<file path="src/rtl/clamped_pi_controller_with_override_core_macros.svh">
// ----------------------------------------------------------------------------
// Assertion macros for the clamped PI controller
// Concurrent assertion wrappers that compile away in synthesis builds.
// ----------------------------------------------------------------------------
`ifndef CLAMPED_PI_CONTROLLER_WITH_OVERRIDE_CORE_MACROS_SVH
`define CLAMPED_PI_CONTROLLER_WITH_OVERRIDE_CORE_MACROS_SVH

`ifndef SYNTHESIS
// Same-cycle implication, disabled while reset is asserted.
`define CPIC_ASSERT_NOW(lbl, clk_sig, rstn_sig, ante, cons) \
  lbl: assert property (@(posedge clk_sig) disable iff (!rstn_sig) (ante) |-> (cons)) \
    else $error("cpic: same-cycle check failed");
// Next-cycle implication, disabled while reset is asserted.
`define CPIC_ASSERT_NEXT(lbl, clk_sig, rstn_sig, ante, cons) \
  lbl: assert property (@(posedge clk_sig) disable iff (!rstn_sig) (ante) |=> (cons)) \
    else $error("cpic: next-cycle check failed");
`else
`define CPIC_ASSERT_NOW(lbl, clk_sig, rstn_sig, ante, cons)
`define CPIC_ASSERT_NEXT(lbl, clk_sig, rstn_sig, ante, cons)
`endif

`endif

</file>
<file path="src/rtl/cpic_pkg.sv">
`timescale 1ns / 1ps
// ----------------------------------------------------------------------------
// cpic_pkg
// Types and constants shared by the clamped PI controller modules.
// ----------------------------------------------------------------------------
package cpic_pkg;

  // Register indexes on the configuration port.
  typedef enum logic [2:0] {
    REG_TARGET      = 3'd0,
    REG_GAIN_P      = 3'd1,
    REG_GAIN_I      = 3'd2,
    REG_BIAS        = 3'd3,
    REG_ERROR_LIMIT = 3'd4,
    REG_SUM_LIMIT   = 3'd5,
    REG_OUT_MAX     = 3'd6
  } cpic_reg_e;

  localparam int CfgIdxW  = 3;
  localparam int CfgDataW = 11;

  typedef struct packed {
    logic [9:0]        target;
    logic signed [7:0] gain_p;
    logic signed [7:0] gain_i;
    logic [8:0]        bias;
    logic [7:0]        error_limit;
    logic [10:0]       sum_limit;
    logic [8:0]        out_max;
  } cpic_cfg_t;

  localparam cpic_cfg_t CfgReset = '{
    target:      10'd143,
    gain_p:      -8'sd72,
    gain_i:      -8'sd4,
    bias:        9'd128,
    error_limit: 8'd56,
    sum_limit:   11'd1024,
    out_max:     9'd255
  };

  // One input transaction as held in the input register.
  typedef struct packed {
    logic signed [10:0] measured;
    logic               hold_active;
    logic [7:0]         hold_value;
    logic               clear_sum;
  } cpic_in_t;

  // Error and integral handed to the drive stage.
  typedef struct packed {
    logic signed [8:0]  error_used;
    logic signed [11:0] integral;
    logic               hold_active;
    logic [7:0]         hold_value;
  } cpic_mid_t;

endpackage

</file>
<file path="src/rtl/cpic_err.sv">
`timescale 1ns / 1ps
// ----------------------------------------------------------------------------
// cpic_err
// Forms the clamped error and the clamped integral update.
// ----------------------------------------------------------------------------
module cpic_err import cpic_pkg::*; (
  input  cpic_cfg_t          cfg,
  input  cpic_in_t           item,
  input  logic signed [11:0] sum_q,
  output cpic_mid_t          mid
);

  logic signed [11:0] diff;
  logic signed [11:0] elim;
  logic signed [8:0]  err;
  logic signed [11:0] sum_base;
  logic signed [12:0] sum_raw;
  logic signed [12:0] slim;
  logic signed [11:0] sum_new;

  assign diff = $signed({2'b00, cfg.target}) - $signed({item.measured[10], item.measured});
  assign elim = $signed({4'b0000, cfg.error_limit});

  always_comb begin
    if (diff > elim) begin
      err = elim[8:0];
    end else if (diff < -elim) begin
      err = 9'(-elim);
    end else begin
      err = diff[8:0];
    end
  end

  // A clear request zeroes the integral before this step's error goes in.
  assign sum_base = item.clear_sum ? 12'sd0 : sum_q;
  assign sum_raw  = $signed({sum_base[11], sum_base}) + $signed({{4{err[8]}}, err});
  assign slim     = $signed({2'b00, cfg.sum_limit});

  always_comb begin
    if (sum_raw > slim) begin
      sum_new = slim[11:0];
    end else if (sum_raw < -slim) begin
      sum_new = 12'(-slim);
    end else begin
      sum_new = sum_raw[11:0];
    end
  end

  assign mid.error_used  = err;
  assign mid.integral    = sum_new;
  assign mid.hold_active = item.hold_active;
  assign mid.hold_value  = item.hold_value;

endmodule

</file>
<file path="src/rtl/cpic_drive.sv">
`timescale 1ns / 1ps
// ----------------------------------------------------------------------------
// cpic_drive
// Scales P and I terms, adds bias, applies hold and the output clamp.
// ----------------------------------------------------------------------------
module cpic_drive import cpic_pkg::*; #(
  parameter int GAIN_SHIFT = 4
) (
  input  cpic_cfg_t  cfg,
  input  cpic_mid_t  mid,
  output logic [8:0] drive
);

  localparam int PW = 17;
  localparam int IW = 20;
  localparam int SW = 21;
  localparam logic signed [PW-1:0] RndP = PW'((1 << GAIN_SHIFT) - 1);
  localparam logic signed [IW-1:0] RndI = IW'((1 << GAIN_SHIFT) - 1);

  logic signed [PW-1:0] p_prod;
  logic signed [IW-1:0] i_prod;
  logic signed [PW-1:0] p_term;
  logic signed [IW-1:0] i_term;
  logic signed [SW-1:0] total;
  logic signed [SW-1:0] pre;
  logic signed [SW-1:0] omax;

  assign p_prod = $signed({{9{cfg.gain_p[7]}}, cfg.gain_p})
                * $signed({{8{mid.error_used[8]}}, mid.error_used});
  assign i_prod = $signed({{12{cfg.gain_i[7]}}, cfg.gain_i})
                * $signed({{8{mid.integral[11]}}, mid.integral});

  // Adding divisor minus one to negative products makes the shift round
  // toward zero, matching signed integer division. Both arms of the select
  // are signed so the shift stays arithmetic.
  assign p_term = (p_prod + (p_prod[PW-1] ? RndP : PW'(0))) >>> GAIN_SHIFT;
  assign i_term = (i_prod + (i_prod[IW-1] ? RndI : IW'(0))) >>> GAIN_SHIFT;

  assign total = $signed({12'd0, cfg.bias})
               + $signed({{(SW-PW){p_term[PW-1]}}, p_term})
               + $signed({{(SW-IW){i_term[IW-1]}}, i_term});

  assign pre  = mid.hold_active ? $signed({13'd0, mid.hold_value}) : total;
  assign omax = $signed({12'd0, cfg.out_max});

  always_comb begin
    if (pre < 0) begin
      drive = 9'd0;
    end else if (pre > omax) begin
      drive = cfg.out_max;
    end else begin
      drive = pre[8:0];
    end
  end

endmodule

</file>
<file path="src/rtl/clamped_pi_controller_with_override_core.sv">
`timescale 1ns / 1ps
// Throughput: one transaction per cycle while out_ready does not stall the result channel.
// Stages: input register, error/integral register, output register.
// Reset (rst_n low, synchronous): all valid flags drop, the integral returns to
// zero and every configuration register returns to its documented default.
// ----------------------------------------------------------------------------
// clamped_pi_controller_with_override_core
// PI controller with error and integral clamps, hold override and output clamp.
// ----------------------------------------------------------------------------
`include "clamped_pi_controller_with_override_core_macros.svh"

module clamped_pi_controller_with_override_core import cpic_pkg::*; #(
  parameter int GAIN_SHIFT = 4
) (
  input  logic                 clk,
  input  logic                 rst_n,
  // Configuration write port.
  input  logic                 cfg_we,
  input  logic [CfgIdxW-1:0]   cfg_idx,
  input  logic [CfgDataW-1:0]  cfg_wdata,
  // Input channel.
  input  logic                 in_valid,
  output logic                 in_ready,
  input  logic signed [10:0]   in_measured,
  input  logic                 in_hold_active,
  input  logic [7:0]           in_hold_value,
  input  logic                 in_clear_sum,
  // Result channel.
  output logic                 out_valid,
  input  logic                 out_ready,
  output logic [8:0]           out_drive,
  output logic signed [8:0]    out_error_used,
  output logic signed [11:0]   out_integral
);

  // Configuration registers. The user must write them only while the block is idle;
  // the block itself does not enforce this, and every stage reads them directly.
  cpic_cfg_t cfg_r;

  always_ff @(posedge clk) begin
    if (!rst_n) begin
      cfg_r <= CfgReset;
    end else if (cfg_we) begin
      case (cfg_idx)
        REG_TARGET:      cfg_r.target      <= cfg_wdata[9:0];
        REG_GAIN_P:      cfg_r.gain_p      <= $signed(cfg_wdata[7:0]);
        REG_GAIN_I:      cfg_r.gain_i      <= $signed(cfg_wdata[7:0]);
        REG_BIAS:        cfg_r.bias        <= cfg_wdata[8:0];
        REG_ERROR_LIMIT: cfg_r.error_limit <= cfg_wdata[7:0];
        REG_SUM_LIMIT:   cfg_r.sum_limit   <= cfg_wdata[10:0];
        REG_OUT_MAX:     cfg_r.out_max     <= cfg_wdata[8:0];
        default: ;
      endcase
    end
  end

  // Pipeline control. Each stage accepts when it is empty or moving on in the
  // same cycle, so a waiting result never stops new transactions upstream
  // until every stage is full.
  logic s1_valid_r;
  logic s2_valid_r;
  logic out_valid_r;
  logic out_adv;
  logic s2_ready;
  logic s1_adv;
  logic in_acc;

  assign out_adv  = s2_valid_r && (!out_valid_r || out_ready);
  assign s2_ready = !s2_valid_r || out_adv;
  assign s1_adv   = s1_valid_r && s2_ready;
  assign in_ready = !s1_valid_r || s1_adv;
  assign in_acc   = in_valid && in_ready;

  always_ff @(posedge clk) begin
    if (!rst_n) begin
      s1_valid_r  <= 1'b0;
      s2_valid_r  <= 1'b0;
      out_valid_r <= 1'b0;
    end else begin
      if (in_acc) begin
        s1_valid_r <= 1'b1;
      end else if (s1_adv) begin
        s1_valid_r <= 1'b0;
      end
      if (s1_adv) begin
        s2_valid_r <= 1'b1;
      end else if (out_adv) begin
        s2_valid_r <= 1'b0;
      end
      if (out_adv) begin
        out_valid_r <= 1'b1;
      end else if (out_ready) begin
        out_valid_r <= 1'b0;
      end
    end
  end

  // Input register.
  cpic_in_t s1_r;

  always_ff @(posedge clk) begin
    if (in_acc) begin
      s1_r.measured    <= in_measured;
      s1_r.hold_active <= in_hold_active;
      s1_r.hold_value  <= in_hold_value;
      s1_r.clear_sum   <= in_clear_sum;
    end
  end

  // Error and integral stage. The stored integral advances exactly when a
  // transaction leaves the input register, so consecutive transactions see
  // each other's updates with no gap.
  logic signed [11:0] error_sum_r;
  cpic_mid_t          mid_nxt;
  cpic_mid_t          s2_r;

  cpic_err u_err (
    .cfg   (cfg_r),
    .item  (s1_r),
    .sum_q (error_sum_r),
    .mid   (mid_nxt)
  );

  always_ff @(posedge clk) begin
    if (!rst_n) begin
      error_sum_r <= 12'sd0;
    end else if (s1_adv) begin
      error_sum_r <= mid_nxt.integral;
    end
  end

  always_ff @(posedge clk) begin
    if (s1_adv) begin
      s2_r <= mid_nxt;
    end
  end

  // Drive stage: two parallel multiplies, bias sum, hold select and clamp.
  logic [8:0]         drive_nxt;
  logic [8:0]         out_drive_r;
  logic signed [8:0]  out_error_used_r;
  logic signed [11:0] out_integral_r;

  cpic_drive #(
    .GAIN_SHIFT (GAIN_SHIFT)
  ) u_drive (
    .cfg   (cfg_r),
    .mid   (s2_r),
    .drive (drive_nxt)
  );

  always_ff @(posedge clk) begin
    if (out_adv) begin
      out_drive_r      <= drive_nxt;
      out_error_used_r <= s2_r.error_used;
      out_integral_r   <= s2_r.integral;
    end
  end

  assign out_valid      = out_valid_r;
  assign out_drive      = out_drive_r;
  assign out_error_used = out_error_used_r;
  assign out_integral   = out_integral_r;

  // A presented result never exceeds the configured drive ceiling.
  `CPIC_ASSERT_NOW(a_drive_max, clk, rst_n, out_valid_r, out_drive_r <= cfg_r.out_max)
  // The reported error lies inside the symmetric error clamp.
  `CPIC_ASSERT_NOW(a_err_lim, clk, rst_n, out_valid_r, (out_error_used_r <= $signed({1'b0, cfg_r.error_limit})) && (out_error_used_r >= -$signed({1'b0, cfg_r.error_limit})))
  // The reported integral lies inside the symmetric integral clamp.
  `CPIC_ASSERT_NOW(a_int_lim, clk, rst_n, out_valid_r, (out_integral_r <= $signed({1'b0, cfg_r.sum_limit})) && (out_integral_r >= -$signed({1'b0, cfg_r.sum_limit})))
  // A transaction leaving the input register always lands in the middle stage.
  `CPIC_ASSERT_NEXT(a_s2_fill, clk, rst_n, s1_adv, s2_valid_r && (error_sum_r == s2_r.integral))

endmodule
</file>
<file path="config.mk">
export PLATFORM = sky130hd
export DESIGN_NAME = clamped_pi_controller_with_override_core
export DESIGN_NICKNAME = d
export VERILOG_FILES = /design/src/rtl/cpic_pkg.sv /design/src/rtl/cpic_err.sv /design/src/rtl/cpic_drive.sv /design/src/rtl/clamped_pi_controller_with_override_core.sv
export VERILOG_INCLUDE_DIRS = /design/src /design/src/rtl
export SDC_FILE = /design/constraint.sdc
export NUM_CORES = 1
export LEC_CHECK = 0
export ABC_AREA = 1
export BUFFER_PORTS_ARGS = -buffer_cell sky130_fd_sc_hd__buf_4
export CAP_MARGIN = 15
export CORE_ASPECT_RATIO = 1.75
export CORE_MARGIN = 2
export CORE_UTILIZATION = 48
export DETAILED_ROUTE_END_ITERATION = 6
export SYNTH_ARGS = -nofsm -noshare
export SYNTH_HDL_FRONTEND = slang
export SYNTH_HIERARCHICAL = 1
export SYNTH_SLANG_ARGS = --single-unit
</file>
<file path="constraint.sdc">
create_clock -name clk -period 25.8 [get_ports clk]
set_input_delay 5.16 -clock clk [delete_from_list [all_inputs] [get_ports clk]]
set_output_delay 5.16 -clock clk [all_outputs]
set_load 0.005 [all_outputs]
</file>
---- Yosys cells after proc, flatten, opt, wreduce, memory -nomap -nowiden ----
Index checks and enable logic that the tools add are counted.
storage, ports and cells
  register bits after elaboration ......... 159
  latch bits .............................. 0
  bits in writable memories ............... 0
  memory bits (read-only) ................. 0
  bits of input ports ..................... 40
  word-level logic and storage cells ...... 79
  memories ................................ 0
cells by class
  add/sub/neg operators ................... 8
  $mul .................................... 2
  div/mod/pow operators ................... 0
  order comparisons ....................... 6
  equality and inequality tests ........... 6
  shift operators ......................... 0
  multiplexer cells ....................... 15
  bitwise operators ....................... 0
  reduce and logical (&&, ||, !) cells .... 20
operators by type and width
  cell                                                                           number
  12-bit 2-to-1 mux                                                              3
  9-bit 2-to-1 mux                                                               3
  21-bit by 10-bit greater-than comparator with 1-bit output                     1
  21-bit by 1-bit less-than comparator with 1-bit output, second input constant  1
  21-bit 2-to-1 mux                                                              1
  20-bit by 5-bit adder with 20-bit output                                       1
  8-bit by 12-bit multiplier with 20-bit output                                  1
  14-bit by 16-bit adder with 17-bit output                                      1
  17-bit by 5-bit adder with 17-bit output                                       1
  8-bit by 9-bit multiplier with 17-bit output                                   1
  10-bit by 13-bit adder with 14-bit output                                      1
  2-bit AND reduction                                                            7
  12-bit by 9-bit adder with 13-bit output                                       1
  13-bit by 12-bit greater-than comparator with 1-bit output                     1
  13-bit less-than comparator                                                    1
  11-bit negation with 13-bit output                                             1
  12-bit by 9-bit greater-than comparator with 1-bit output                      1
  12-bit less-than comparator                                                    1
  8-bit negation with 12-bit output                                              1
  11-bit by 11-bit subtractor with 12-bit output                                 1
  3-bit == test, second input constant                                           3
  4-bit 2-to-1 mux                                                               2
  3-bit by 2-bit == test with 1-bit output, second input constant                2
  1-bit 2-to-1 mux                                                               6
  other kinds (6)                                                                14

---- Logic depth before layout (Yosys ltp) ----
Gate-level depths: netlist (run 1).
  depth after elaboration ................. 8
  depth in mapped cells ................... 57

---- Hierarchy ----
The synthesis (run 1) kept the hierarchy.
by module, submodules not included
  module                                    instances  cells each  area an instance (um^2)  seq. area each (um^2)
  cpic_drive                                1          1431        9465.3                   0.0
  clamped_pi_controller_with_override_core  1          515         5474.0                   3993.8
  cpic_err                                  1          552         3195.6                   0.0

---- Worst setup path after synthesis (run 1) ----
No wires, ideal clock.
  kind .................................... input to output
  start ................................... in out_ready
  end ..................................... out in_ready
  arrival time ............................ 5436 ps
  required time ........................... 20640 ps
  slack ................................... 15204 ps
  stages .................................. 2
  path buffers ............................ 0
  cells stage by stage .................... nor2_1 -> nand3_1
on the way
  word-level cells in the longest chain between the ends .. 5
RTL lines
  item               RTL line                                        text
  start, declared    clamped_pi_controller_with_override_core.sv:30  input logic out_ready,
  1-bit logical OR   clamped_pi_controller_with_override_core.sv:68  assign out_adv = s2_valid_r && (!out_valid_r || out_ready);
  1-bit logical AND  clamped_pi_controller_with_override_core.sv:68
  1-bit logical OR   clamped_pi_controller_with_override_core.sv:69  assign s2_ready = !s2_valid_r || out_adv;
  1-bit logical AND  clamped_pi_controller_with_override_core.sv:70  assign s1_adv = s1_valid_r && s2_ready;
  1-bit logical OR   clamped_pi_controller_with_override_core.sv:71  assign in_ready = !s1_valid_r || s1_adv;
  end, declared      clamped_pi_controller_with_override_core.sv:23  output logic in_ready,
No other way between the ends.

---- Worst setup path in the final report (run 1) ----
Same ends and word-level chain as after synthesis.

==> results_dict.tcl, run 1 <==
set metrics [dict create \
    fin_skew_ps 15.7 \
    synth_edf_count 81 \
    critPathLaunchType "primary input" \
    cp.required_ps 20640 \
    rr_worst_depth 44 \
    nets 2875 \
    synthArstFlopShare 0 \
    syn_nets 2856 \
    cp-startpoint "out_ready" \
    die_x_um 151 \
    critPathKind "in -> out" \
    ctsHoldBuffers 0 \
    fill_cells 3734 \
    rsz0062_at_grt "no" \
    grt_pass1_vias 15500 \
    fmax_mhz 90.5 \
    core_sq_um 37400 \
    ios 72 \
    placed_area_sq_um 18900 \
    antenna_left 0 \
    cts_sinks 159 \
    regToRegSetupSlack_ps 16160 \
    syn_to_final_growth_pct 7.51 \
    timing.rr.start "cfg_r[39]$_SDFFE_PN1P_" \
    cts_root_buf "clkbuf_16" \
    avgSynthCellArea_sq_um 7.26 \
    dp_cells 2978 \
    clk_latency_ps 450 \
    drv_cap 0 \
    track_usage 0.253 \
    die_h_um 261 \
    cts_tree "done" \
    min_delay_path_depth 0 \
    max_slew_margin 0.226 \
    post-route-min-period_ps 11060 \
    place_congestion 0.934 \
    timing.final.hold_violations 0 \
    mostFrequentLayoutCells "nand2_1, inv_1, nor2_1" \
    finalCritPeriodShare 0.429 \
    drive_gt1_frac 0.0739 \
    drc 0 \
    tightest_slew_ps 1160 \
    wirelength_um 48300 \
    grt_overflow 0 \
    pre_cts_ws_ps 14730 \
    slew_viol_final 0 \
    firstDrtPassIters 5 \
    setup_slack_ps 14740 \
    syn_inst 2498 \
    antenna_cells 0 \
    wl_per_cell_um 16.1 \
    layout_commonest_cell "nand2_1" \
    setup_viol_count_final 0 \
    cts_resized 0 \
    clkTransAtPathRegs_ps 70 \
    hp-class "reg -> reg" \
    h-tree-depth 4 \
    vias 15300 \
    path_max_fanout 3 \
    yosysWarnings 6 \
    viasPerCell 5.07 \
    num_rows 94 \
    status "finished, final reports clean" \
    antenna_found_initial 0 \
    ys_seq_elements 159 \
    r2r_end "out_drive[0]$_DFFE_PP_" \
    end_kind "output pin" \
    dp_hpwl_um 39800 \
    synth_top_flop_cell "edfxtp_1" \
    critPathCapture "in_ready" \
    drt_iter0_markers 640 \
    portBuffers 71 \
    dieArea_sq_um 39400 \
    clockBufferDepth 2 \
    grt_max_degree 77 \
    cp_data_arrival_time_ps 5900 \
    numCtsBuffers 17 \
    grt_pass1_wl_um 77100 \
    fin_setup_tns_ps 0 \
    start_util 0.485 \
    yosysSeqAreaShare 0.220 \
    netlist_area_sq_um 18100 \
    fin_cells 3010 \
    yosys.cell_types.count 55 \
    cts_setup_buffers 0 \
    min_from "s1_r[7]$_DFFE_PP_" \
    fin_area_sq_um 19500 \
]
==> cells in the mapped netlist (12+ instances only) <==
library cell	instances	share of area
a21oi_1	83	0.023
clkbuf_1	36	0.0075
buf_2	12	0.0033
nand2_1	658	0.14
edfxtp_1	81	0.13
nor3_1	16	0.0044
dfxtp_1	78	0.086
ha_1	166	0.11
fa_1	152	0.17
inv_1	557	0.12
nand2_2	20	0.0069
xor2_1	40	0.019
nor2_1	206	0.043
xnor2_1	23	0.011
nand3b_1	18	0.0075
buf_4	13	0.0054
o21ai_0	39	0.011
nand3_1	162	0.045
nand4_1	29	0.010
==> state kept, by name, indices dropped and copies added, names as in the netlist <==
name,count
cfg_r,63
s2_r,30
s1_r,21
error_sum_r,12
out_integral,12
out_drive,9
out_error_used,9
out_valid,1
s1_valid_r,1
s2_valid_r,1
==> metal layers <==
| metal | GRT usage | vias to the layer above | part of all wire |
|---|---|---|---|
| met2 | 0.502 | 327 | 0.56 |
| met1 | 0.261 | 7192 | 0.36 |
| met4 | 0.118 | 0 | 0.049 |
| met5 | 0 | - | 0 |
| met3 | 0.0240 | 116 | 0.027 |
| li1 | - | 7640 | - |
==> worst max-delay path: stages <==
cell and delay [ps]:
buf_4 110, nor2_1 250, nand3_1 170, buf_4 200
==> area by class of cell <==
type                    count  area (sq um)  share of cell area
clock buffers              17           425              0.0218
clock inverters            15           166             0.00854
inverters                 567          2130               0.109
multi-input cells        1699         11600               0.597
flip-flops and latches    159          3990               0.205
well taps                 480           601              0.0308
repair buffers             73           548              0.0281
==> per-stage QoR <==
stage	utilization	hold WS, ps
final	0.521	420
after global routing	0.521	426
after CTS	0.521	423
after detailed placement	0.505	405
after global placement	0.505	404
after floorplan	-	424
==> kinds of logic (layout without fill, tap and decap cells) <==
kind of cell,after synthesis,in the layout,share of synthesized area
buf+inv,640,672,0.139
compound gates,164,164,0.0526
fa+ha+maj,318,318,0.282
flops,159,159,0.220
xor+xnor,66,66,0.0331
simple gates,1151,1151,0.273
==> worst min path at each step <==
stage	endpoint	slack (ps)
final	s2_r[6]$_DFFE_PP_	420
after detailed placement	s2_r[6]$_DFFE_PP_	410
after global routing	s2_r[2]$_DFFE_PP_	430
after floorplan	out_error_used[1]$_DFFE_PP_	420
after CTS	s2_r[6]$_DFFE_PP_	420
after global placement	s2_r[7]$_DFFE_PP_	400
Power of run 1 is not shown: default switching activity piles up to over one toggle a cycle in this logic, so the estimate is an artifact.
==> run 2: changes to the inputs <==
--- a/config.mk
+++ b/config.mk
@@ -13,6 +13,7 @@
 export CORE_MARGIN = 2
 export CORE_UTILIZATION = 48
 export DETAILED_ROUTE_END_ITERATION = 6
+export PLACE_DENSITY = 0.67
 export SYNTH_ARGS = -nofsm -noshare
 export SYNTH_HDL_FRONTEND = slang
 export SYNTH_HIERARCHICAL = 1
==> constraint.sdc (replaced) <==
create_clock -name clk -period 9.9 [get_ports clk]
set_input_delay 1.98 -clock clk [delete_from_list [all_inputs] [get_ports clk]]
set_output_delay 1.98 -clock clk [all_outputs]
set_load 0.005 [all_outputs]
==> run 2 against run 1 <==
  * Non-clock buffer count up 6
  * Sequential cell count unchanged
  * Sequential share of layout area about the same
  * Setup slack worse by 14000 ps
  * Clock skew down 1.3 ps
  * Largest cell class unchanged
  * Via count up 2.5%
  * Hold slack worse by 2.8 ps
  * Clock-buffer cell count up 2
==> results_dict.tcl, run 2 (synthesis results as in run 1) <==
set metrics [dict create \
    status "finished, final reports clean" \
    post-route-min-period_ps 9260 \
    largest_reg_flops 63 \
    cts_sinks 159 \
    rr_worst_depth 50 \
    place_congestion 0.945 \
    top_regs "cfg_r: 63 flops, s2_r: 30 flops, s1_r: 21 flops" \
    slew_viol_final 0 \
    syn_to_final_growth_pct 7.71 \
    cts_tree "done" \
    ctsHoldBuffers 0 \
    tightest_slew_ps 1160 \
    grt_max_degree 77 \
    utilization 0.522 \
    dieArea_sq_um 39400 \
    drt_iter0_markers 767 \
    fin_skew_ps 14.4 \
    start_util 0.485 \
    drv_cap 0 \
    hp-class "reg -> reg" \
    antenna_left 0 \
    fin_setup_tns_ps 0 \
    die_h_um 261 \
    fill_cells 3721 \
    cp_data_arrival_time_ps 9480 \
    slowest_delay_ps 560 \
    cp.required_ps 10110 \
    wl_per_cell_um 16.4 \
    layout_commonest_cell "nand2_1" \
    max_slew_margin 0.228 \
    top_register "cfg_r" \
    core_sq_um 37400 \
    clockBufferDepth 2 \
    firstDrtPassIters 5 \
    min_delay_path_depth 0 \
    vias 15700 \
    fmax_mhz 108 \
    grt_overflow 0 \
    grt_pass1_vias 16000 \
    cp_slowest_cell "fa_1" \
    mostFrequentLayoutCells "nand2_1, inv_1, nor2_1" \
    critPathLaunchType "flop" \
    track_usage 0.260 \
    grt_pass1_wl_um 79200 \
    clkTransAtPathRegs_ps 70 \
    finalCritPeriodShare 0.936 \
    ios 72 \
    die_x_um 151 \
    viasPerCell 5.19 \
    nets 2881 \
    clk_latency_ps 450 \
    timing.final.hold_violations 0 \
    rsz0062_at_grt "no" \
    setup_viol_count_final 0 \
    dp_hpwl_um 40700 \
    end_kind "flop" \
    antenna_found_initial 1 \
    num_rows 94 \
    cts_root_buf "clkbuf_16" \
    portBuffers 71 \
    wirelength_um 49500 \
    drc 0 \
    path_max_fanout 9 \
    numCtsBuffers 17 \
    h-tree-depth 4 \
    critPathKind "reg -> reg" \
    drive_gt1_frac 0.0777 \
]
[run 2: metrics by stage]
stage                     area [sq um]  std cells  hold slack (ps)  setup WS (ps)
final                            19500       3017              418            636
after CTS                        19500       3013              423            683
after detailed placement         18900       2981              407            708
after floorplan                  18100       2498              424           1450
after global routing             19500       3016              432           4.55
after global placement           18900       2981              403            983
[run 2: final timing paths]
kind,start,end,slack (ps)
min reg2reg,s1_r[8]$_DFFE_PP_,s2_r[7]$_DFFE_PP_,420
max reg2reg,s2_r[9]$_DFFE_PP_,out_drive[5]$_DFFE_PP_,640
max,s2_r[9]$_DFFE_PP_,out_drive[5]$_DFFE_PP_,640
min,s1_r[8]$_DFFE_PP_,s2_r[7]$_DFFE_PP_,420
[run 2: routing by layer]
metal	up-vias	global-route usage	share of wire	wire, um
li1	7664	-	-	-
met1	7452	0.260	0.36	17700
met2	392	0.513	0.55	27400
met3	145	0.0308	0.033	1630
met4	0	0.136	0.055	2720
met5	-	0	0	0
[run 2: area by class of cell]
class                           instances  area, sq um  share of cell area
Multi-Input combinational cell       1699        11600               0.596
Timing Repair Buffer                   79          593              0.0304
Clock inverter                         13          121             0.00621
Inverter                              567         2130               0.109
Tap cell                              480          601              0.0307
Clock buffer                           19          453              0.0232
Sequential cell                       159         4000               0.205
Antenna cell                            1         2.50            0.000128
[run 2: timing repair]
action	4_1_cts	5_1_grt
resized for setup	0	4
setup endpoints to repair	0	9
setup buffers	0	3
[run 2: critical path, delay by kind of cell (launching register included)]
family / cells / cell delay, ps
buf+inv: 10 / 700
compound gates: 3 / 490
flops: 1 / 550
fa+ha+maj: 10 / 4180
simple gates: 27 / 3100
Power of run 2 is left out for the same reason.
==> run 3: changes to the inputs <==
--- a/config.mk
+++ b/config.mk
@@ -11,9 +11,9 @@
 export CAP_MARGIN = 15
 export CORE_ASPECT_RATIO = 1.75
 export CORE_MARGIN = 2
-export CORE_UTILIZATION = 48
+export CORE_UTILIZATION = 39
 export DETAILED_ROUTE_END_ITERATION = 6
-export PLACE_DENSITY = 0.67
+export RECOVER_POWER = 50
 export SYNTH_ARGS = -nofsm -noshare
 export SYNTH_HDL_FRONTEND = slang
 export SYNTH_HIERARCHICAL = 1
==> run 3 against run 2 <==
  * The run now ends with capacitance limit, slew limit left
  * Register-to-register slack improved by 140 ps
  * Utilization fell by 9.4 points
  * Cell area rose by 0.66%
  * Via count fell by 1.1%
  * Die area rose by 23%
  * First-iteration DRC count fell by 21%
  * Cell count rose by 3.3%
  * Global-route usage fell by 4.3 points
  * Sequential cell count did not move
  * Hold slack improved by 6.3 ps
  * Non-clock buffer count fell by 2
  * Setup slack improved by 140 ps
  * Critical endpoint unchanged
==> results_dict.tcl, run 3 (synthesis results as in run 1) <==
set metrics [dict create \
    wl_per_cell_um 16.3 \
    fin_setup_tns_ps 0 \
    clk_latency_ps 460 \
    top_regs "cfg_r: 63 flops, s2_r: 30 flops, s1_r: 21 flops" \
    nets 2879 \
    setup_viol_count_final 0 \
    dp_hpwl_um 42100 \
    grt_pass1_wl_um 81900 \
    end_kind "flop" \
    rsz0062_at_grt "no" \
    post-route-min-period_ps 9120 \
    numCtsBuffers 17 \
    slowest_delay_ps 630 \
    portBuffers 71 \
    die_h_um 289 \
    route.met2.wl_um 28600 \
    num_rows 104 \
    cp_slowest_cell "fa_1" \
    finalCritPeriodShare 0.921 \
    drc 0 \
    place_congestion 0.921 \
    fin_area_sq_um 19700 \
    start_util 0.395 \
    cts_root_buf "clkbuf_16" \
    grt_pass1_vias 16200 \
    ctsHoldBuffers 0 \
    violations "capacitance limit, slew limit" \
    antenna_found_initial 2 \
    cp.required_ps 10110 \
    grt_max_degree 77 \
    mostFrequentLayoutCells "nand2_1, inv_1, nor2_1" \
    drt_iter0_markers 608 \
    status "finished with violations" \
    antenna_left 0 \
    cts_setup_buffers 0 \
    dieArea_sq_um 48300 \
    top_layer "met4" \
    critPathLaunchType "flop" \
    max_slew_margin -1.37 \
    largest_reg_flops 63 \
    grt_overflow 0 \
    h-tree-depth 4 \
    die_x_um 167 \
    top_register "cfg_r" \
    critPathKind "reg -> reg" \
    ios 72 \
    layout_commonest_cell "nand2_1" \
    firstDrtPassIters 5 \
    fmax_mhz 110 \
    fin_skew_ps 19.1 \
    hp-class "reg -> reg" \
    core_sq_um 45900 \
    clkTransAtPathRegs_ps 80 \
    cts_sinks 159 \
    placed_area_sq_um 19100 \
    cts_resized 0 \
    drt-met1-wl_um 17700 \
    timing.final.hold_violations 0 \
    utilization 0.428 \
    drive_gt1_frac 0.0750 \
    viasPerCell 4.97 \
    cp_data_arrival_time_ps 9330 \
    wirelength_um 50900 \
    track_usage 0.217 \
    path_max_fanout 9 \
    vias 15500 \
    slew_viol_final 77 \
    drv_cap 1 \
    clockBufferDepth 2 \
    wl_met3_um 1460 \
    cts_tree "done" \
    syn_to_final_growth_pct 8.42 \
    tightest_slew_ps 3550 \
]
-- run 3: cell count changes in the layout (fill, tap and decap cells not counted), sizes merged --
cell	previous run	this run
inv	570	571
clkbuf	19	61
clkinv	8	9
buf	79	33
-- run 3: per-stage QoR --
step | hold WS, ps | setup WS [ps] | instances
floorplan | 424 | 1450 | 2498
global placement | 401 | 809 | 3084
detailed placement | 405 | 622 | 3084
CTS | 424 | 581 | 3116
global route | 432 | 9.82 | 3117
finish | 424 | 779 | 3118
-- run 3: path summary, 6_finish.rpt --
| path | slack [ps] | from | cells past startpoint | end |
|---|---|---|---|---|
| worst max register to register | 780 | s2_r[20]$_DFFE_PP_ | 44 | out_drive[5]$_DFFE_PP_ |
| worst min register to register | 420 | s1_r[6]$_DFFE_PP_ | 0 | s2_r[5]$_DFFE_PP_ |
| worst max-delay path | 780 | s2_r[20]$_DFFE_PP_ | 44 | out_drive[5]$_DFFE_PP_ |
| worst min-delay path | 420 | s1_r[6]$_DFFE_PP_ | 0 | s2_r[5]$_DFFE_PP_ |
-- run 3: critical path: cells and delay by family, from the launching register on --
kind | cells | cell delay (ps)
adder cells (fa/ha/maj) | 9 | 4100
AND/OR/NAND/NOR | 23 | 2760
AO/OA/AOI/OAI | 4 | 860
flip-flops | 1 | 510
buffers and inverters | 7 | 480
XOR/XNOR | 1 | 170
-- run 3: area by class of cell --
type / count / area, sq um
inverter: 567 / 2130
clock inverter: 15 / 186
fill: 4734 / 26300
multi-input combinational: 1699 / 11600
antenna: 1 / 2.50
sequential: 159 / 4000
timing repair buffer: 77 / 567
clock buffer: 17 / 425
tap: 583 / 729
-- run 3: layer usage --
metal,track usage,up-vias
met5,0,-
met4,0.136,0
met3,0.0243,129
met2,0.434,346
met1,0.208,7357
li1,-,7649
Power of run 3 is left out for the same reason.
